<file path="src/i2cee_pkg.sv">
// Package for the I2C EEPROM master: sequencer states, plan kinds, op codes.
// No dependencies.
`timescale 1ns / 1ps
package i2cee_pkg;

    typedef enum logic [4:0] {
        ST_IDLE, ST_FETCH, ST_ST0, ST_ST1, ST_ST2, ST_ST3,
        ST_SP0, ST_SP1, ST_SP2, ST_SP3, ST_SB_A, ST_SB_B, ST_SB_C,
        ST_ACK_A, ST_ACK_B, ST_ACK_C, ST_RB_A, ST_RB_B, ST_RA_A, ST_RA_B, ST_RA_C
    } seq_state_t;

    typedef enum logic [2:0] {
        PK_START, PK_STOP, PK_SEND, PK_READ, PK_END
    } plan_kind_t;

    localparam logic [2:0] OP_START    = 3'd0;
    localparam logic [2:0] OP_STOP     = 3'd1;
    localparam logic [2:0] OP_SEND     = 3'd2;
    localparam logic [2:0] OP_READ     = 3'd3;
    localparam logic [2:0] OP_EE_WRITE = 3'd4;
    localparam logic [2:0] OP_EE_READ  = 3'd5;
    localparam logic [2:0] OP_EE_BURST = 3'd6;
    localparam logic [2:0] OP_ILLEGAL  = 3'd7;

    localparam logic [1:0] CFG_DEVICE = 2'd0;
    localparam logic [1:0] CFG_PHASE  = 2'd1;
    localparam logic [1:0] CFG_SETUP  = 2'd2;
    localparam logic [1:0] CFG_STOP   = 2'd3;

    localparam int IN_W  = 48;
    localparam int OUT_W = 16;

endpackage

</file>
<file path="src/i2c_master_eeprom_controller.sv">
// I2C master sequencer for 24Cxx EEPROMs with a stream item port.
// Depends on i2cee_pkg.
// After acceptance an item's result passes through the registers in order
// (input register, then result register); throughput one item per cycle
// while the output is not stalled. Asynchronous active-low reset
// returns the sequencer to idle with both lines released and default registers.
`timescale 1ns / 1ps
module i2c_master_eeprom_controller (
    input  logic                         clk,
    input  logic                         rst_n,
    input  logic                         s_tvalid,
    output logic                         s_tready,
    // op[2:0], data_byte[10:3], mem_address[26:11], byte_count[42:27],
    // ack_to_send[43], sda_in[44], zero fill
    input  logic [i2cee_pkg::IN_W-1:0]   s_tdata,
    input  logic                         s_tuser,   // func
    output logic                         m_tvalid,
    input  logic                         m_tready,
    // scl_drive_low[0], sda_drive_low[1], busy_res[2], read_valid[3],
    // read_byte[11:4], ack_valid[12], ack_received[13], op_done[14], zero fill
    output logic [i2cee_pkg::OUT_W-1:0]  m_tdata,
    output logic                         m_tlast,   // last_byte
    input  logic                         cfg_we,
    input  logic [1:0]                   cfg_index,
    input  logic [7:0]                   cfg_data
);
    import i2cee_pkg::*;

    // configuration
    logic [6:0] dev_reg;
    logic [7:0] phase_reg, setup_reg, stopt_reg;

    // input stage
    logic                in_valid_reg;
    logic [IN_W-1:0]     in_data_reg;
    logic                in_func_reg;

    // sequencer state
    seq_state_t  st_reg, st_next;
    logic [7:0]  pc_reg, pc_next;
    logic [3:0]  bc_reg, bc_next;
    logic [7:0]  sh_reg, sh_next;
    logic [15:0] addr_reg, addr_next;
    logic [15:0] rem_reg, rem_next;
    logic [2:0]  op_reg, op_next;
    logic [1:0]  ld_reg, ld_next;
    logic [3:0]  pp_reg, pp_next;
    logic [7:0]  dh_reg, dh_next;
    logic        ah_reg, ah_next;
    logic        ab_reg, ab_next;

    // output stage
    logic                out_valid_reg;
    logic [OUT_W-1:0]    out_data_reg;
    logic                out_last_reg;

    logic advance;
    assign advance  = in_valid_reg && (!out_valid_reg || m_tready);
    assign s_tready = !in_valid_reg || advance;
    assign m_tvalid = out_valid_reg;
    assign m_tdata  = out_data_reg;
    assign m_tlast  = out_last_reg;

    // fields of the registered item
    logic [2:0]  f_op;
    logic [7:0]  f_data;
    logic [15:0] f_addr, f_cnt;
    logic        f_ack, f_sda;
    assign f_op   = in_data_reg[2:0];
    assign f_data = in_data_reg[10:3];
    assign f_addr = in_data_reg[26:11];
    assign f_cnt  = in_data_reg[42:27];
    assign f_ack  = in_data_reg[43];
    assign f_sda  = in_data_reg[44];

    // plan lookup
    plan_kind_t kind;
    logic [7:0] arg;
    always_comb
    begin
        kind = PK_END;
        arg  = 8'd0;
        case (op_reg)
            OP_START: kind = (pp_reg == 4'd0) ? PK_START : PK_END;
            OP_STOP:  kind = (pp_reg == 4'd0) ? PK_STOP : PK_END;
            OP_SEND:
            begin
                arg  = dh_reg;
                kind = (pp_reg == 4'd0) ? PK_SEND : PK_END;
            end
            OP_READ:
            begin
                arg  = {7'd0, ah_reg};
                kind = (pp_reg == 4'd0) ? PK_READ : PK_END;
            end
            OP_EE_WRITE:
            begin
                case (pp_reg)
                    4'd0, 4'd6: kind = PK_START;
                    4'd1, 4'd7: begin kind = PK_SEND; arg = {dev_reg, 1'b0}; end
                    4'd2: begin kind = PK_SEND; arg = addr_reg[15:8]; end
                    4'd3: begin kind = PK_SEND; arg = addr_reg[7:0]; end
                    4'd4: begin kind = PK_SEND; arg = dh_reg; end
                    4'd5, 4'd8: kind = PK_STOP;
                    default: kind = PK_END;
                endcase
            end
            OP_EE_READ, OP_EE_BURST:
            begin
                case (pp_reg)
                    4'd0, 4'd4: kind = PK_START;
                    4'd1: begin kind = PK_SEND; arg = {dev_reg, 1'b0}; end
                    4'd2: begin kind = PK_SEND; arg = addr_reg[15:8]; end
                    4'd3: begin kind = PK_SEND; arg = addr_reg[7:0]; end
                    4'd5: begin kind = PK_SEND; arg = {dev_reg, 1'b1}; end
                    4'd6:
                    begin
                        kind = PK_READ;
                        arg  = {7'd0, (op_reg == OP_EE_READ) || (rem_reg <= 16'd1)};
                    end
                    4'd7: kind = PK_STOP;
                    default: kind = PK_END;
                endcase
            end
            default: kind = PK_END;
        endcase
    end

    function automatic logic [7:0] cnt1(input logic [7:0] t);
        return (t == 8'd0) ? 8'd0 : t - 8'd1;
    endfunction

    // sequencer step
    logic       o_rv, o_av, o_ar, o_done, o_last;
    logic [7:0] o_rb;
    seq_state_t s;
    logic       nextp;
    always_comb
    begin
        st_next = st_reg; pc_next = pc_reg; bc_next = bc_reg; sh_next = sh_reg;
        addr_next = addr_reg; rem_next = rem_reg; op_next = op_reg; ld_next = ld_reg;
        pp_next = pp_reg; dh_next = dh_reg; ah_next = ah_reg; ab_next = ab_reg;
        o_rv = 1'b0; o_rb = 8'd0; o_av = 1'b0; o_ar = 1'b0; o_done = 1'b0;
        o_last = 1'b0; nextp = 1'b0; s = st_reg;
        if (in_func_reg)
        begin
            if (st_reg == ST_IDLE && f_op != OP_ILLEGAL)
            begin
                op_next = f_op; dh_next = f_data; addr_next = f_addr;
                rem_next = (f_cnt == 16'd0) ? 16'd1 : f_cnt;
                ah_next = f_ack; pp_next = 4'd0; pc_next = 8'd0; bc_next = 4'd0;
                st_next = ST_FETCH;
            end
        end
        else if (st_reg != ST_IDLE)
        begin
            if (pc_reg != 8'd0)
                pc_next = pc_reg - 8'd1;
            else
            begin
                if (st_reg == ST_FETCH)
                begin
                    bc_next = 4'd0;
                    case (kind)
                        PK_START: s = ST_ST0;
                        PK_STOP:  s = ST_SP0;
                        PK_SEND:  begin sh_next = arg; s = ST_SB_A; end
                        PK_READ:  begin sh_next = 8'd0; s = ST_RB_A; end
                        default:  begin s = ST_IDLE; o_done = 1'b1; end
                    endcase
                end
                st_next = s;
                case (s)
                    ST_ST0:
                    begin
                        ld_next = {ld_reg[1], 1'b0}; pc_next = cnt1(phase_reg);
                        st_next = ST_ST1;
                    end
                    ST_ST1:
                    begin
                        ld_next = {1'b0, ld_reg[0]}; pc_next = cnt1(phase_reg);
                        st_next = ST_ST2;
                    end
                    ST_ST2:
                    begin
                        ld_next = {1'b1, ld_reg[0]}; pc_next = cnt1(phase_reg);
                        st_next = ST_ST3;
                    end
                    ST_ST3:
                    begin
                        ld_next = {ld_reg[1], 1'b1}; pc_next = cnt1(phase_reg);
                        nextp = 1'b1;
                    end
                    ST_SP0:
                    begin
                        ld_next = {1'b1, ld_reg[0]}; pc_next = cnt1(stopt_reg);
                        st_next = ST_SP1;
                    end
                    ST_SP1:
                    begin
                        ld_next = {ld_reg[1], 1'b1}; pc_next = cnt1(stopt_reg);
                        st_next = ST_SP2;
                    end
                    ST_SP2:
                    begin
                        ld_next = {ld_reg[1], 1'b0}; pc_next = cnt1(stopt_reg);
                        st_next = ST_SP3;
                    end
                    ST_SP3:
                    begin
                        ld_next = {1'b0, ld_reg[0]}; pc_next = cnt1(stopt_reg);
                        nextp = 1'b1;
                    end
                    ST_SB_A:
                    begin
                        ld_next = 2'b01; pc_next = cnt1(setup_reg);
                        st_next = ST_SB_B;
                    end
                    ST_SB_B:
                    begin
                        ld_next = {~sh_next[7], ld_reg[0]};
                        pc_next = cnt1(phase_reg); st_next = ST_SB_C;
                    end
                    ST_SB_C:
                    begin
                        ld_next = {ld_reg[1], 1'b0}; pc_next = cnt1(phase_reg);
                        sh_next = {sh_reg[6:0], 1'b0};
                        bc_next = bc_reg + 4'd1;
                        st_next = (bc_reg + 4'd1 >= 4'd8) ? ST_ACK_A : ST_SB_A;
                    end
                    ST_ACK_A:
                    begin
                        ld_next = 2'b01; pc_next = cnt1(phase_reg);
                        st_next = ST_ACK_B;
                    end
                    ST_ACK_B:
                    begin
                        ld_next = {ld_reg[1], 1'b0}; pc_next = cnt1(phase_reg);
                        ab_next = f_sda; st_next = ST_ACK_C;
                    end
                    ST_ACK_C:
                    begin
                        ld_next = 2'b01; pc_next = 8'd0;
                        o_av = 1'b1; o_ar = ab_reg; nextp = 1'b1;
                    end
                    ST_RB_A:
                    begin
                        ld_next = 2'b01; pc_next = cnt1(phase_reg);
                        st_next = ST_RB_B;
                    end
                    ST_RB_B:
                    begin
                        ld_next = {ld_reg[1], 1'b0}; pc_next = cnt1(phase_reg);
                        sh_next = {sh_next[6:0], f_sda};
                        bc_next = bc_reg + 4'd1;
                        st_next = (bc_reg + 4'd1 >= 4'd8) ? ST_RA_A : ST_RB_A;
                    end
                    ST_RA_A:
                    begin
                        ld_next = {~arg[0], 1'b1}; pc_next = cnt1(phase_reg);
                        st_next = ST_RA_B;
                    end
                    ST_RA_B:
                    begin
                        ld_next = {ld_reg[1], 1'b0}; pc_next = cnt1(phase_reg);
                        st_next = ST_RA_C;
                    end
                    ST_RA_C:
                    begin
                        ld_next = 2'b01; pc_next = 8'd0;
                        o_rv = 1'b1; o_rb = sh_reg;
                        o_last = (op_reg == OP_EE_BURST) && (rem_reg == 16'd1);
                        nextp = 1'b1;
                    end
                    default: ;
                endcase
                // move to the next primitive of the plan
                if (nextp)
                begin
                    st_next = ST_FETCH;
                    if (op_reg == OP_EE_WRITE && pp_reg == 4'd7)
                        pp_next = (o_av ? o_ar : ab_reg) ? 4'd6 : 4'd8;
                    else if (op_reg == OP_EE_BURST && pp_reg == 4'd6)
                    begin
                        rem_next = rem_reg - 16'd1;
                        pp_next = (rem_reg != 16'd1) ? 4'd6 : 4'd7;
                    end
                    else
                        pp_next = pp_reg + 4'd1;
                end
            end
        end
    end

    // configuration registers
    always_ff @(posedge clk or negedge rst_n)
    begin
        if (!rst_n)
        begin
            dev_reg <= 7'h50; phase_reg <= 8'd10; setup_reg <= 8'd50; stopt_reg <= 8'd5;
        end
        else if (cfg_we)
        begin
            case (cfg_index)
                CFG_DEVICE: dev_reg   <= cfg_data[6:0];
                CFG_PHASE:  phase_reg <= cfg_data;
                CFG_SETUP:  setup_reg <= cfg_data;
                CFG_STOP:   stopt_reg <= cfg_data;
                default: ;
            endcase
        end
    end

    // input register, sequencer state and result register
    always_ff @(posedge clk or negedge rst_n)
    begin
        if (!rst_n)
        begin
            in_valid_reg <= 1'b0; out_valid_reg <= 1'b0;
            st_reg <= ST_IDLE; pc_reg <= 8'd0; bc_reg <= 4'd0; sh_reg <= 8'd0;
            addr_reg <= 16'd0; rem_reg <= 16'd0; op_reg <= 3'd0; ld_reg <= 2'd0;
            pp_reg <= 4'd0; dh_reg <= 8'd0; ah_reg <= 1'b0; ab_reg <= 1'b0;
        end
        else
        begin
            if (s_tvalid && s_tready)
                in_valid_reg <= 1'b1;
            else if (advance)
                in_valid_reg <= 1'b0;
            if (advance)
            begin
                out_valid_reg <= 1'b1;
                st_reg <= st_next; pc_reg <= pc_next; bc_reg <= bc_next; sh_reg <= sh_next;
                addr_reg <= addr_next; rem_reg <= rem_next; op_reg <= op_next;
                ld_reg <= ld_next; pp_reg <= pp_next; dh_reg <= dh_next;
                ah_reg <= ah_next; ab_reg <= ab_next;
            end
            else if (m_tready)
                out_valid_reg <= 1'b0;
        end
    end

    // payload registers
    always_ff @(posedge clk)
    begin
        if (s_tvalid && s_tready)
        begin
            in_data_reg <= s_tdata;
            in_func_reg <= s_tuser;
        end
        if (advance)
        begin
            out_data_reg <= {1'b0, o_done, o_ar, o_av, o_rb, o_rv,
                             st_next != ST_IDLE, ld_next[1], ld_next[0]};
            out_last_reg <= o_last;
        end
    end

endmodule
</file>
<file path="config.mk">
export PLATFORM = sky130hd
export DESIGN_NAME = i2c_master_eeprom_controller
export DESIGN_NICKNAME = d
export VERILOG_FILES = /design/src/i2cee_pkg.sv /design/src/i2c_master_eeprom_controller.sv
export SDC_FILE = /design/constraint.sdc
export NUM_CORES = 1
export LEC_CHECK = 0
export ABC_AREA = 1
export CORE_ASPECT_RATIO = 1.5
export CORE_MARGIN = 2
export CORE_UTILIZATION = 35
export CTS_CLUSTER_SIZE = 28
export DETAILED_ROUTE_END_ITERATION = 10
export DONT_BUFFER_PORTS = 1
export SLEW_MARGIN = 15
export SYNTH_ARGS = -nofsm -noshare
export SYNTH_HDL_FRONTEND = slang
export SYNTH_SLANG_ARGS = --single-unit
</file>
<file path="constraint.sdc">
create_clock -name clk -period 3.2 [get_ports clk]
set_input_delay 0.32 -clock clk [delete_from_list [all_inputs] [get_ports clk]]
set_output_delay 0.32 -clock clk [all_outputs]
set_load 0.01 [all_outputs]
</file>
==> impl_summary.log <==
INFO  metric outcome = complete, no violations
INFO  metric synth_edf_count = 62
INFO  metric maxCapViolCount = 0
INFO  metric hold_path.class = input port to flop
INFO  metric timing.critical_path.cells = inv_4, ha_4, o21ai_0, nand3_1, nand2_2, nand3_4, inv_2, nand3_2, nand2_4, nand2_1, nor2_2, inv_1, a21oi_2, nor2_2, nand2_1, nand2_1, nand3_1, nand2_1, nand2_1, nand2_1, nor2_1, nand2_1
INFO  metric postSynthAreaPerCell = 8.38 µm²
INFO  metric crit_family = simple AND/OR/NAND/NOR gates
INFO  metric cts.sink_count = 171
INFO  metric finalClockSkew = 0.0125 ns
INFO  metric antenna_found_initial = 0
INFO  metric clock_tree.htree_level_count = 4
INFO  metric grt_util_all_layers = 0.180
INFO  metric clk_pin_slew = 0.07 ns
INFO  metric cpPeakStageDelay = 0.45 ns
INFO  metric p_leak = 5.08 nW
INFO  metric whs_path_depth = 2
INFO  metric path_max_fanout = 8
INFO  metric fp.dieW = 137 µm
INFO  metric final_min_period_over_clock_period = 0.940
INFO  metric grt_overflow_total = 0
INFO  metric multi_input_area = 4180 µm²
INFO  metric setup.worst_path.end_class = flop
INFO  metric period_minus_slack = 3.01 ns
INFO  metric layout.cells.most_common_list = nand2_1 (269), inv_1 (113), dfrtp_1 (97)
INFO  metric synth_top_family_by_area = simple AND/OR/NAND/NOR gates
INFO  metric synth.area.top_cells = dfrtp_1 (27%), edfxtp_1 (20%), nand2_1 (11%)
INFO  metric cp_buf_inv_count = 3
INFO  metric sequential_cell_area = 4600 µm²
INFO  metric cts_tree = yes
INFO  metric post-place-cells = 1472
INFO  metric maxSlewHeadroom = 0.498
INFO  metric cts_buffers = 17
INFO  metric drc = 0
INFO  metric post_layout_nonfiller_instances = 1557
INFO  metric fp.dieArea = 28000 µm²
INFO  metric ff_latch_count_synth = 171
INFO  metric cts-root-to-sink-buffers = 2
INFO  metric capture_instance_of_the_worst_register_to_register_path = m_tdata[2]
INFO  metric initial_utilization = 0.353
INFO  metric max_slew.worst_pin.slew = 0.751 ns
INFO  metric setup_ws = 0.193 ns
INFO  metric drtAntennaViolNets = 0
INFO  metric crit_type = flop to flop
INFO  metric dp_worst_setup_slack = -0.0594 ns
INFO  metric maximum_number_of_pins_on_one_net_before_global_route_repair = 110
INFO  metric yosys_warnings = 0
INFO  metric insertedDiodeCount = 0
INFO  metric drt_pass_1_iters = 5
INFO  metric drt-wirelength-per-cell = 15.4 µm
INFO  metric largest_register_ffs = 45
INFO  metric final_hold_viol_count = 0
INFO  metric final_common_cell = nand2_1
INFO  metric slowest_stage = dfrtp_2
INFO  metric synth_top_area_cell = dfrtp_1
INFO  metric clk-insertion-delay-late = 0.44 ns
INFO  metric synthMuxAreaShare = 0.0216
INFO  metric drt-vias-per-instance = 4.98
INFO  metric critPathLaunch = pp_reg[0]
INFO  metric areaGrowthSynthToFinish = 20.9%
INFO  metric worst_r2r_path_depth = 22
INFO  metric place_congestion = 0.904
INFO  metric synth_seq_area_share = 0.493
INFO  metric die-height = 204 µm
INFO  metric dr_total_vias = 7750
INFO  metric fraction_of_synthesis_flops_using_an_asynchronous_set_or_reset_pin = 0.637
INFO  metric totalNegativeSetupSlack = 0 ns
INFO  metric syn-cell-area = 9320 µm²
INFO  metric net_count_after_synthesis = 1190
INFO  metric synth-compound-area-share = 0.104
INFO  metric drt_wl_total = 24.0 mm
INFO  metric critical_path.most_common_cell = nand2_1
INFO  metric power.ir.vdd_worst = 0.503 mV
INFO  metric dr.first_iter.drc_count = 555
INFO  metric max_freq = 333 MHz
INFO  metric port-buffer-count = 0
INFO  metric setup_viol_count_final = 0
INFO  metric floorplan.core_area = 26400 µm²
INFO  metric setup_slack_of_the_worst_register_to_register_path = 0.19 ns
INFO  metric timing.hold.worst_endpoint = in_valid_reg
INFO  metric timing.hold.ws = 0.0256 ns
INFO  metric synthAdderAreaFrac = 0.0188
INFO  metric num_rows = 73
INFO  metric areal_power_density_over_the_cells = 965 nW/µm²
INFO  metric cp-start-kind = flop
INFO  metric synth-main-ff-cell = dfrtp_1
INFO  metric yosys.area_share.simple = 0.272
INFO  metric dp_hpwl = 17.6 mm
INFO  metric final_nets = 1285
INFO  metric data_required_critical_path = 3.38 ns
INFO  metric postLayoutCoreUtil = 0.427
INFO  metric synthesized_area_fraction_occupied_by_xor_and_xnor_cells = 0.0197
INFO  metric timing.final.max_slew_violations = 0
INFO  metric boundaryPins = 83
INFO  metric hold_path.startpoint = s_tvalid
INFO  metric worst_r2r_startpoint = pp_reg[0]
INFO  metric layout-drive-gt1-share = 0.163
INFO  metric syn_inst = 1112
INFO  metric synth_top_cell_area_share = 0.268
INFO  metric crit_arrival = 3.19 ns
INFO  metric clk_root_buffer_cell = clkbuf_16
INFO  metric ys_types = 58
INFO  metric grt_pass1_vias = 7659
INFO  metric global_route_wire_length_before_repair = 38.7 mm
INFO  metric fillers = 2618
[layout make-up]
class / instances / share of cell area
Timing Repair Buffer: 102 / 0.0813
Clock inverter: 13 / 0.0169
Inverter: 138 / 0.0466
Clock buffer: 19 / 0.0384
Tap cell: 337 / 0.0374
Multi-Input combinational cell: 777 / 0.371
Sequential cell: 171 / 0.409
[metrics by stage]
| stage | area, µm² | total power (W) |
|---|---|---|
| 5_1_grt | 11300 | 0.0117 |
| 3_5_place_dp | 9990 | 0.00829 |
| 2_1_floorplan | 9320 | 0.00683 |
| 6_report | 11300 | 0.0109 |
| 4_1_cts | 11100 | 0.0106 |
| 3_3_place_gp | 9990 | 0.00824 |
[cell usage after synthesis, drive strengths merged (4+ instances only)]
library cell / number
edfxtp: 62
o221ai: 4
o2111ai: 4
clkinv: 4
a31oi: 5
nand2: 287
a21oi: 41
ha: 14
nand3: 93
xor2: 17
or2: 6
clkbuf: 11
xnor2: 4
o21ai: 94
mux2: 17
buf: 15
nor4: 9
nor2: 111
o22ai: 7
nand3b: 4
nand4: 18
nor3: 22
inv: 134
dfrtp: 100
dfstp: 9
[what timing repair did]
item                                    in CTS  in global routing
endpoints found under the setup margin       1                 39
pin swaps                                    0                  5
resized for setup                            1                 32
hold buffers                                48                  0
setup buffers                                0                  5
hold endpoints to repair                   155                  0
[power breakdown]
| part | leakage [nW] | switching (W) | internal, W |
|---|---|---|---|
| Sequential | 1.91 | 0.000460 | 0.00289 |
| Clock | 0.302 | 0.000894 | 0.00131 |
| Combinational | 2.87 | 0.00332 | 0.00200 |
[worst max path at each step]
stage            endpoint  slack, ns  cells after the start
4_1_cts        m_tdata[2]      0.007                     21
6_report       m_tdata[2]       0.19                     22
2_1_floorplan  m_tdata[2]       0.39                     23
3_5_place_dp   m_tdata[2]      -0.06                     22
3_3_place_gp   m_tdata[2]      -0.03                     22
5_1_grt        m_tdata[2]      -0.03                     21
[metal layers]
| metal | routed length (µm) | vias to the layer above | global-route usage | part of all wire |
|---|---|---|---|---|
| li1 | - | 3901 | - | - |
| met1 | 9480 | 3629 | 0.199 | 0.40 |
| met2 | 12900 | 164 | 0.322 | 0.54 |
| met3 | 712 | 56 | 0.0345 | 0.030 |
| met4 | 937 | 0 | 0.0939 | 0.039 |
| met5 | 0 | - | 0 | 0 |
[cells by family after synthesis]
kind of cell    count (synthesis)
fa+ha+maj                      14
other cells                     1
flops                         171
mux                            18
xor+xnor                       21
buf+inv                       164
simple gates                  552
compound gates                171
[worst register-to-register path, cell delays in order (launching register included)]
cell     delay [ns]
dfrtp_2        0.45
inv_4          0.07
ha_4           0.19
o21ai_0        0.16
nand3_1        0.13
nand2_2        0.12
nand3_4        0.12
inv_2          0.09
nand3_2        0.08
nand2_4        0.17
nand2_1        0.12
nor2_2         0.14
inv_1          0.10
a21oi_2        0.17
nor2_2         0.08
nand2_1        0.08
nand2_1        0.05
nand3_1        0.09
nand2_1        0.06
nand2_1        0.05
nand2_1        0.06
nor2_1         0.08
nand2_1        0.09
Note: power is estimated with default switching activity, not from simulation.
